`src/rtl/core/uwt_pkg.sv`:
```
`default_nettype none

package uwt_pkg;

	// queue depth must stay a power of two (pointers wrap naturally)
	localparam int QDEPTH = 4;
	localparam int QPTR_W = $clog2(QDEPTH);
	localparam int QCNT_W = $clog2(QDEPTH + 1);

	localparam logic [7:0] CHAR_NL  = 8'h0A;
	localparam logic [7:0] CHAR_SP  = 8'h20;
	localparam logic [7:0] CHAR_TAB = 8'h09;

	localparam logic KIND_DATA = 1'b0;
	localparam logic KIND_MARK = 1'b1;

	typedef struct packed {
		logic [7:0] data_byte;
		logic       text_end;
	} text_req_t;

	typedef struct packed {
		logic       kind;
		logic [7:0] token_byte;
		logic       run_last;
	} token_res_t;

	// one classified byte: marker before, data byte, marker after
	typedef struct packed {
		logic       pre;
		logic       dat;
		logic       post;
		logic [7:0] value;
	} entry_t;

	function automatic logic [2:0] char_len(input logic [7:0] lead);
		logic [2:0] len;
		len = 3'd1;
		if ((lead & 8'h80) == 8'h00) len = 3'd1;
		else if ((lead & 8'hE0) == 8'hC0) len = 3'd2;
		else if ((lead & 8'hF0) == 8'hE0) len = 3'd3;
		else if ((lead & 8'hF8) == 8'hF0) len = 3'd4;
		return len;
	endfunction

endpackage

`default_nettype wire

```
`src/rtl/core/uwt_front.sv`:
```
`default_nettype none

module uwt_front (
	input  logic               clk,
	input  logic               arst_n,
	input  uwt_pkg::text_req_t req,
	input  logic               accept,
	output uwt_pkg::entry_t    entry,
	output logic               push
);
	import uwt_pkg::*;

	logic [1:0] left_q, left_d;
	logic       ideo_q, ideo_d;
	logic       word_q, word_d;
	logic       start, is_nl, is_sp;
	logic [2:0] len, len_m1;
	logic       pre, dat, mid_post, end_post;

	always_comb begin
		start    = (left_q == 2'd0);
		is_nl    = (req.data_byte == CHAR_NL);
		is_sp    = (req.data_byte == CHAR_SP) || (req.data_byte == CHAR_TAB);
		len      = char_len(req.data_byte);
		len_m1   = len - 3'd1;
		left_d   = left_q;
		ideo_d   = ideo_q;
		word_d   = word_q;
		pre      = 1'b0;
		dat      = 1'b1;
		mid_post = 1'b0;
		if (start) begin
			if (is_nl) begin
				pre      = word_q;
				word_d   = 1'b0;
				mid_post = 1'b1;
			end else if (is_sp) begin
				pre    = word_q;
				word_d = 1'b0;
				dat    = 1'b0;
			end else if (len == 3'd3) begin
				pre    = word_q;
				word_d = 1'b0;
				ideo_d = 1'b1;
				left_d = 2'd2;
			end else begin
				word_d = 1'b1;
				ideo_d = 1'b0;
				left_d = len_m1[1:0];
			end
		end else begin
			left_d = left_q - 2'd1;
			if (left_q == 2'd1 && ideo_q) begin
				mid_post = 1'b1;
				ideo_d   = 1'b0;
			end
		end
		// end of text flushes whatever is still open
		end_post = req.text_end && (word_d || ideo_d);
		if (req.text_end) begin
			left_d = 2'd0;
			ideo_d = 1'b0;
			word_d = 1'b0;
		end
		entry.pre   = pre;
		entry.dat   = dat;
		entry.post  = mid_post || end_post;
		entry.value = req.data_byte;
		push        = accept && (pre || dat || mid_post || end_post);
	end

	always_ff @(posedge clk or negedge arst_n) begin
		if (!arst_n) begin
			left_q <= 2'd0;
			ideo_q <= 1'b0;
			word_q <= 1'b0;
		end else if (accept) begin
			left_q <= left_d;
			ideo_q <= ideo_d;
			word_q <= word_d;
		end
	end

endmodule

`default_nettype wire

```
`src/rtl/core/uwt_queue.sv`:
```
`default_nettype none

module uwt_queue (
	input  logic            clk,
	input  logic            arst_n,
	input  uwt_pkg::entry_t wr,
	input  logic            push,
	input  logic            pop,
	output uwt_pkg::entry_t head,
	output logic            nonempty,
	output logic            full
);
	import uwt_pkg::*;

	entry_t              mem [QDEPTH];
	logic [QPTR_W-1:0]   wr_q, rd_q;
	logic [QCNT_W-1:0]   cnt_q;

	always_ff @(posedge clk) begin
		if (push) mem[wr_q] <= wr;
	end

	always_ff @(posedge clk or negedge arst_n) begin
		if (!arst_n) begin
			wr_q  <= '0;
			rd_q  <= '0;
			cnt_q <= '0;
		end else begin
			if (push) wr_q <= wr_q + 1'b1;
			if (pop) rd_q <= rd_q + 1'b1;
			case ({push, pop})
				2'b10:   cnt_q <= cnt_q + 1'b1;
				2'b01:   cnt_q <= cnt_q - 1'b1;
				default: cnt_q <= cnt_q;
			endcase
		end
	end

	assign head     = mem[rd_q];
	assign nonempty = (cnt_q != '0);
	assign full     = (cnt_q == QCNT_W'(QDEPTH));

endmodule

`default_nettype wire

```
`src/rtl/core/uwt_back.sv`:
```
`default_nettype none

module uwt_back (
	input  logic                clk,
	input  logic                arst_n,
	input  uwt_pkg::entry_t     head,
	input  logic                head_valid,
	output logic                pop,
	input  logic                out_stall,
	output logic                out_valid,
	output uwt_pkg::token_res_t out_res
);
	import uwt_pkg::*;

	entry_t     cur_q, src, rest;
	logic       cur_valid_q;
	token_res_t res_q, pick;
	logic       valid_q;
	logic       src_ok, load, rest_any;

	always_comb begin
		src    = cur_valid_q ? cur_q : head;
		src_ok = cur_valid_q || head_valid;
		load   = src_ok && (!valid_q || !out_stall);
		rest   = src;
		pick.token_byte = 8'h00;
		if (src.pre) begin
			pick.kind = KIND_MARK;
			rest.pre  = 1'b0;
		end else if (src.dat) begin
			pick.kind       = KIND_DATA;
			pick.token_byte = src.value;
			rest.dat        = 1'b0;
		end else begin
			pick.kind = KIND_MARK;
			rest.post = 1'b0;
		end
		rest_any      = rest.pre || rest.dat || rest.post;
		pick.run_last = !rest_any;
		// leftover pieces of a queue entry park in cur_q
		pop           = load && !cur_valid_q;
	end

	always_ff @(posedge clk or negedge arst_n) begin
		if (!arst_n) begin
			valid_q     <= 1'b0;
			cur_valid_q <= 1'b0;
		end else begin
			if (load) valid_q <= 1'b1;
			else if (!out_stall) valid_q <= 1'b0;
			if (load) cur_valid_q <= rest_any;
		end
	end

	always_ff @(posedge clk) begin
		if (load) begin
			cur_q <= rest;
			res_q <= pick;
		end
	end

	assign out_valid = valid_q;
	assign out_res   = res_q;

endmodule

`default_nettype wire

```
`src/rtl/core/utf8_word_tokenizer.sv`:
```
// An accepted byte is queued first; its first result is then registered onto token_req.
// Throughput: one byte per cycle while each byte yields one result and token_stall is low;
// a byte yielding k results emits them one at a time, bursts absorbed by a 4-entry queue.
// text_stall rises only when that queue is full.
// Reset (arst_n low): character state cleared, queue emptied, token_valid low.
`default_nettype none

module utf8_word_tokenizer (
	input  logic                clk,
	input  logic                arst_n,
	input  logic                text_valid,
	output logic                text_stall,
	input  uwt_pkg::text_req_t  text_req,
	output logic                token_valid,
	input  logic                token_stall,
	output uwt_pkg::token_res_t token_req
);
	import uwt_pkg::*;

	entry_t fe_entry, q_head;
	logic   fe_push, q_pop, q_nonempty, q_full, accept;

	assign text_stall = q_full;
	assign accept     = text_valid && !q_full;

	uwt_front u_front (
		.clk    (clk),
		.arst_n (arst_n),
		.req    (text_req),
		.accept (accept),
		.entry  (fe_entry),
		.push   (fe_push)
	);

	uwt_queue u_queue (
		.clk      (clk),
		.arst_n   (arst_n),
		.wr       (fe_entry),
		.push     (fe_push),
		.pop      (q_pop),
		.head     (q_head),
		.nonempty (q_nonempty),
		.full     (q_full)
	);

	uwt_back u_back (
		.clk        (clk),
		.arst_n     (arst_n),
		.head       (q_head),
		.head_valid (q_nonempty),
		.pop        (q_pop),
		.out_stall  (token_stall),
		.out_valid  (token_valid),
		.out_res    (token_req)
	);

	a_mark_zero: assert property (@(posedge clk) disable iff (!arst_n)
		token_valid && token_req.kind == KIND_MARK |-> token_req.token_byte == 8'h00)
		else $error("end-of-token marker carries a nonzero byte");

	a_no_idle: assert property (@(posedge clk) disable iff (!arst_n)
		q_nonempty && !token_valid |=> token_valid)
		else $error("back end idles with work queued");

	a_no_push_full: assert property (@(posedge clk) disable iff (!arst_n)
		q_full && !q_pop |-> !fe_push)
		else $error("queue written while full");

endmodule

`default_nettype wire
```
`config.mk`:
```
export PLATFORM = sky130hd
export DESIGN_NAME = utf8_word_tokenizer
export DESIGN_NICKNAME = d
export VERILOG_FILES = /design/src/rtl/core/uwt_pkg.sv /design/src/rtl/core/uwt_front.sv /design/src/rtl/core/uwt_queue.sv /design/src/rtl/core/uwt_back.sv /design/src/rtl/core/utf8_word_tokenizer.sv
export SDC_FILE = /design/constraint.sdc
export NUM_CORES = 1
export LEC_CHECK = 0
export CAP_MARGIN = 20
export CORE_MARGIN = 2
export CORE_UTILIZATION = 62
export DETAILED_ROUTE_END_ITERATION = 6
export DONT_BUFFER_PORTS = 1
export PLACE_DENSITY = 0.78
export SETUP_SLACK_MARGIN = 0.3
export SYNTH_ARGS = -nofsm -noshare
export SYNTH_HDL_FRONTEND = slang
export SYNTH_SLANG_ARGS = --single-unit
```
`constraint.sdc`:
```
create_clock -name clk -period 3.6 [get_ports clk]
set_input_delay 0.36 -clock clk [delete_from_list [all_inputs] [get_ports clk]]
set_output_delay 0.36 -clock clk [all_outputs]
set_load 0.1 [all_outputs]
```
### Yosys cells after proc, flatten, opt, wreduce, memory -nomap -nowiden

Memory sizes are Yosys's and may differ from the RTL's.
Index checks and enable logic that the tools add are counted.
Widths: inputs -> output; s select.

* $add $sub $neg: 6
* equal/unequal tests: 14
* muxes and demuxes: 39
* bitwise gates (word level): 1
* reduce and logical (&&, ||, !) cells: 26

Operators by type and width (number)
* $mux 1: 27
* $eq 8x4->1 const B: 2
* $mux 2: 6
* $mux 3: 4
* $mux 11: 1
* $logic_or 1x1->1: 9
* $eq 8x6->1 const B: 1
* $logic_not 8->1: 1
* $eq 3x3->1 const B: 2
* $logic_and 1x1->1: 6
* $ne 3x3->1 const B: 2
* $pmux 3 s2: 1
* $eq 5x5->1 const B: 1
* $logic_not 1->1: 5
* $add 2x1->2 const B: 2
* $eq 2x1->1 const B: 2
* $eq 4x4->1 const B: 1
* $sub 2x1->2 const B: 2
* $add 3x1->3 const B: 1
* $eq 3x2->1 const B: 1
* $reduce_and 3->1: 1
* $reduce_bool 3->1: 1
* $sub 3x1->3 const B: 1
* $eq 2x2->1 const B: 1
* 5 further kinds: 5

* bits in registers: 33
* RAM bits: 44
* bits of input ports: 13
* output and inout port bits: 12
* word-level logic and storage cells: 101
* memories: 1

Memories
* u_queue.mem: words 4, width 11, read ports 1, clocked after Yosys merged registers in 0, wr ports 1, RTL line uwt_queue.sv:15 `entry_t mem [QDEPTH];`

### Longest topological paths before layout

* depth in word-level cells: 16
* mapped depth: 13
* mapped depth without buffers: 13

### Cells and area by module

Synthesis repeated with hierarchy kept, for this count alone.

* cell total of the unflattened synthesis: 218
* area total of the unflattened synthesis: 3433.3 µm²

Modules (own cells, without submodules)
* uwt_queue: times used 1, cells each 90, area each 1984.4 µm², seq. area each 1496.4 µm²
* uwt_back: times used 1, cells each 65, area each 947.2 µm², seq. area each 650.6 µm²
* uwt_front: times used 1, cells each 62, area each 488.0 µm², seq. area each 100.1 µm²
* utf8_word_tokenizer: times used 1, cells each 1, area each 13.8 µm², seq. area each 0.0 µm²

### Worst setup path after synthesis

No wires, ideal clock.

* path kind: reg-to-reg
* from: register u_queue.cnt_q[0]
* to: register u_queue.cnt_q[2]
* library setup time: 0.079 ns
* data arrival time: 4.329 ns
* data required time: 3.521 ns
* setup slack: -0.808 ns
* cell stages (with the launch flop): 10
* buffers on the path: 0
* clock period less this slack: 4.408 ns
* path through: dfrtp_1 nor3b_1 nor2b_1 o31ai_4 ha_1 inv_1 fa_1 xor2_1 nor2_1 xor2_1

* longest elaborated chain between the ends: 6
* elaborated cells on any way between the ends: 14
* classes of those cells: add/sub (2); eq/ne (3); mux (1); reduce/logical (8)

RTL lines
* start: declaration: RTL line uwt_queue.sv:17 `logic [QCNT_W-1:0] cnt_q;`
* start signal: assignment: RTL line uwt_queue.sv:32 `2'b10: cnt_q <= cnt_q + 1'b1;`
* start signal: assignment: RTL line uwt_queue.sv:33 `2'b01: cnt_q <= cnt_q - 1'b1;`
* start signal: assignment: RTL line uwt_queue.sv:34 `default: cnt_q <= cnt_q;`
* $eq 3x3->1 (*): RTL line uwt_queue.sv:41 `assign full = (cnt_q == QCNT_W'(QDEPTH));`
* via text_stall: RTL line utf8_word_tokenizer.sv:12 `output logic text_stall,`
* $logic_not 1->1 (*): RTL line utf8_word_tokenizer.sv:24 `assign accept = text_valid && !q_full;`
* $logic_and 1x1->1 (*): RTL line utf8_word_tokenizer.sv:24
* $logic_and 1x1->1 (*): RTL line uwt_front.sv:69 `push = accept && (pre || dat || mid_post || end_post);`
* $eq 2x1->1 or $eq 2x2->1 (tied branches): RTL line uwt_queue.sv:31 `case ({push, pop})`
* $pmux 3 s2 or $reduce_bool 2->1 (tied branches)

The timed path passes the listed nets; every way through them passes the cells marked *.
A chain may end at the register's enable or synchronous reset.

### Final worst setup path

* from: register u_front.left_q[1]
* to: register u_queue.cnt_q[2]

* longest elaborated chain between the ends: 10
* elaborated cells on any way between the ends: 20
* classes of those cells: eq/ne (3); mux (8); reduce/logical (9)

RTL lines
* start: declaration: RTL line uwt_front.sv:13 `logic [1:0] left_q, left_d;`
* start signal: assignment: RTL line uwt_front.sv:78 `left_q <= left_d;`
* $eq 2x1->1: RTL line uwt_front.sv:53 `if (left_q == 2'd1 && ideo_q) begin`
* $logic_and 1x1->1: RTL line uwt_front.sv:53
* $mux 1: RTL line uwt_front.sv:53
* $mux 1: RTL line uwt_front.sv:32 `if (start) begin`
* $logic_or 1x1->1: RTL line uwt_front.sv:59 `end_post = req.text_end && (word_d || ideo_d);`
* $logic_and 1x1->1: RTL line uwt_front.sv:59
* $logic_or 1x1->1 (*): RTL line uwt_front.sv:69
* $logic_and 1x1->1 (*): RTL line uwt_front.sv:69
* $eq 2x1->1 or $eq 2x2->1 (tied branches): RTL line uwt_queue.sv:31
* $pmux 3 s2 or $reduce_bool 2->1 (tied branches)

Every way passes the cells marked *; elsewhere a longest branch is shown, timed or not.

==> out/metrics.cfg <==
[logic_synthesis]
synthesis.area_per_instance_um2 = 15.5
syn_inst = 214
mappedNetlistNets = 234
asyncSetResetFlopFracSynth = 0.169
synthesis.area_um2 = 3320
yosysSeqAreaShare = 0.677
post_synth_edffs = 64
yosys_warnings = 0
synth_seq_cells = 77
synth_flop_cell = edfxtp_1
netlist-cell-type-count = 42

[sta]
max_freq_mhz = 355
fin_crit_sh = 0.783
hold_viol_final = 0
pins_over_their_slew_limit = 0
timing_worst_slew_pin_value_ns = 0.896
maxSlewHeadroom = 0.404
tns_ns = 0
postLayoutSetupSlackWorst_ns = 0.780
fin_worst_skew_ns = 0.0134
finalSetupViolations = 0
rsz0062_at_grt = no
finalWorstPathRequiredPeriod_ns = 2.82

[drt]
routed_wirelength_um = 5740
route.detailed.drc = 0
detailedRoute.firstIterationViolations = 170
routedWlPerCell_um = 18.9
ant_nets = 0
vias = 1795
dr.pass1.iters = 4
drt-vias-per-instance = 5.92

[clocking]
cts.clk_slew.worst_paths_ns = 0.08
numCtsBuffers = 9
post_cts_resized = 0
worst_skew_pair.late_latency_ns = 0.34
cts.root.buffer_cell = clkbuf_8
cts.sinks = 77
clock_tree.buffer_depth = 2
cts_setup_buffers = 0
tritoncts = done
htree_levels = 3

[final_layout]
n_antenna_cell = 0
area_growth_syn_to_layout_pct = 10.8
regArea_um2 = 2250
area_of_the_multi_input_gates_um2 = 993
num-nets-final = 248
post_route_cells_drive_above_1_share = 0.185
fillerInstances = 333

[power_and_ir_drop]
power_leakage_nw = 1.36
worst_ir_drop_vdd_v = 0.000492
pwr_density_cell_nw_per_um2 = 959
design_power_total_mw = 3.53

[setup_path]
req_time_crit_path_ns = 3.87
critical-path-max-stage-delay_ns = 0.44
crit_family = compound AO/OA/AOI/OAI gates
critical_path.max_fanout = 7
worstSetupEndpointType = flip-flop
worst_path_max_delay_cell = dfrtp_1
path_cells = mux2_2 -> a32oi_1 -> o21ai_0 -> o31ai_4 -> ha_1 -> inv_1 -> fa_1 -> xor2_1 -> nor2_1 -> xor2_1
cp.buffers_inverters = 1
worst_ep_arrival_time_ns = 3.09
cp_common_cell = xor2_1
critical_path.startpoint_type = flip-flop
path_class = reg2reg

[global_route]
via_count_of_the_first_global_routing_pass = 1938
global_route_wire_length_before_repair_um = 9610
grt_max_degree = 22
track_usage = 0.217
gr_overflow_total = 0
antenna_found_initial = 0

[floorplanning]
initial_core_util = 0.646
die_span_in_x_um = 77.2
ioPinCount = 25
floorplan.rows = 26
fp.dieArea_um2 = 5950
floorplan.die.height_um = 77.2
design.core.area_um2 = 5140

[status]
outcome = completed

[placed_design]
routability_congestion_estimate_from_global_placement = 0.823
place.port_buffers = 0
preCtsSetupSlack_ns = 0.780
place_hpwl_um = 4000

[run]
max-cap-violations = 0

[min_path]
hold_class = in2reg

## area by class of cell
type,count,area share
multi-input cells,113,0.270
clock buffers,11,0.0357
well taps,70,0.0238
repair buffers,8,0.0170
flip-flops and latches,77,0.611
clock inverters,5,0.0228
inverters,19,0.0194
## registers in the layout, indices dropped and copies added (netlist names)
signal / count
u_back.cur_q: 10
u_back.cur_valid_q: 1
u_back.out_res: 10
u_back.out_valid: 1
u_front.ideo_q: 1
u_front.left_q: 2
u_front.word_q: 1
u_queue.cnt_q: 3
u_queue.mem: 44
u_queue.rd_q: 2
u_queue.wr_q: 2
## cells in the mapped netlist (3+ instances only)
cell	count	area, um2
clkbuf_1	3	11.3
mux4_2	10	225
a21oi_1	6	30.0
dfrtp_1	13	325
mux2i_1	11	110
nor2_1	15	56.3
nor3_1	3	15.0
o21ai_0	7	35.0
nor2b_1	4	25.0
xor2_1	4	35.0
nand2_1	12	45.0
inv_1	19	71.3
mux2_2	3	33.8
edfxtp_1	64	1920
xnor2_1	3	26.3
ha_1	6	75.1
## path summary, 6_finish.rpt
path	startpoint	to	depth (start not counted)	slack, ns
min in group asynchronous	arst_n	u_queue.cnt_q[2]	1	0.45
max reg2reg	u_front.left_q[1]	u_queue.cnt_q[2]	10	0.78
min	text_req[3]	u_queue.mem[0][2]	0	0.11
max	u_front.left_q[1]	u_queue.cnt_q[2]	10	0.78
max in group asynchronous	arst_n	u_front.word_q	1	2.77
min reg2reg	u_queue.cnt_q[2]	u_queue.cnt_q[2]	1	0.50
## power by group
part | switching [mW] | internal (mW)
clock network | 0.305 | 0.393
registers | 0.651 | 1.33
logic | 0.460 | 0.390
total | 1.42 | 2.11
## timing repair
item	CTS	global route
endpoints found under the hold margin	13	0
hold buffers	1	0
setup endpoints to repair	0	0
## metrics by stage
stage	cell area, um2	utilization	hold WS, ns	std cells
final	3680	0.715	0.111	303
after global routing	3680	0.715	0.0912	303
after CTS	3680	0.715	0.0989	303
after detailed placement	3450	0.672	0.0648	286
after global placement	3450	0.672	0.0648	286
after floorplan	3330	-	0.0644	214
## per-layer routing
metal | vias up | track usage | share of wire
met5 | - | 0 | 0
met4 | 0 | 0.118 | 0.017
met3 | 8 | 0.0400 | 0.051
met1 | 898 | 0.286 | 0.42
li1 | 825 | - | -
met2 | 64 | 0.345 | 0.51
## placed cells by master (no fill, tap or decap), types with 2 or more instances in the layout
cell        instances
a21oi_1             5
a21oi_2             2
a31oi_1             2
buf_4               7
bufinv_16           2
clkbuf_1            2
clkbuf_8            9
clkinvlp_4          2
dfrtp_1            13
edfxtp_1           64
ha_1                6
inv_1              19
mux2_2              3
mux2i_1            11
mux4_2             10
nand2_1            12
nand3_1             2
nor2_1             15
nor2b_1             4
nor3_1              3
o21ai_0             7
o31ai_1             2
xnor2_1             3
xor2_1              4
## kinds of logic after synthesis
group	share of synthesized area
DFF	0.677
and+or+nand+nor	0.0750
AOI/OAI and AO/OA	0.0569
muxes	0.116
buffers and inverters	0.0279
xor gates and xnor gates	0.0185
adders and majority gates	0.0287
Power figures use the tool's default switching activity.
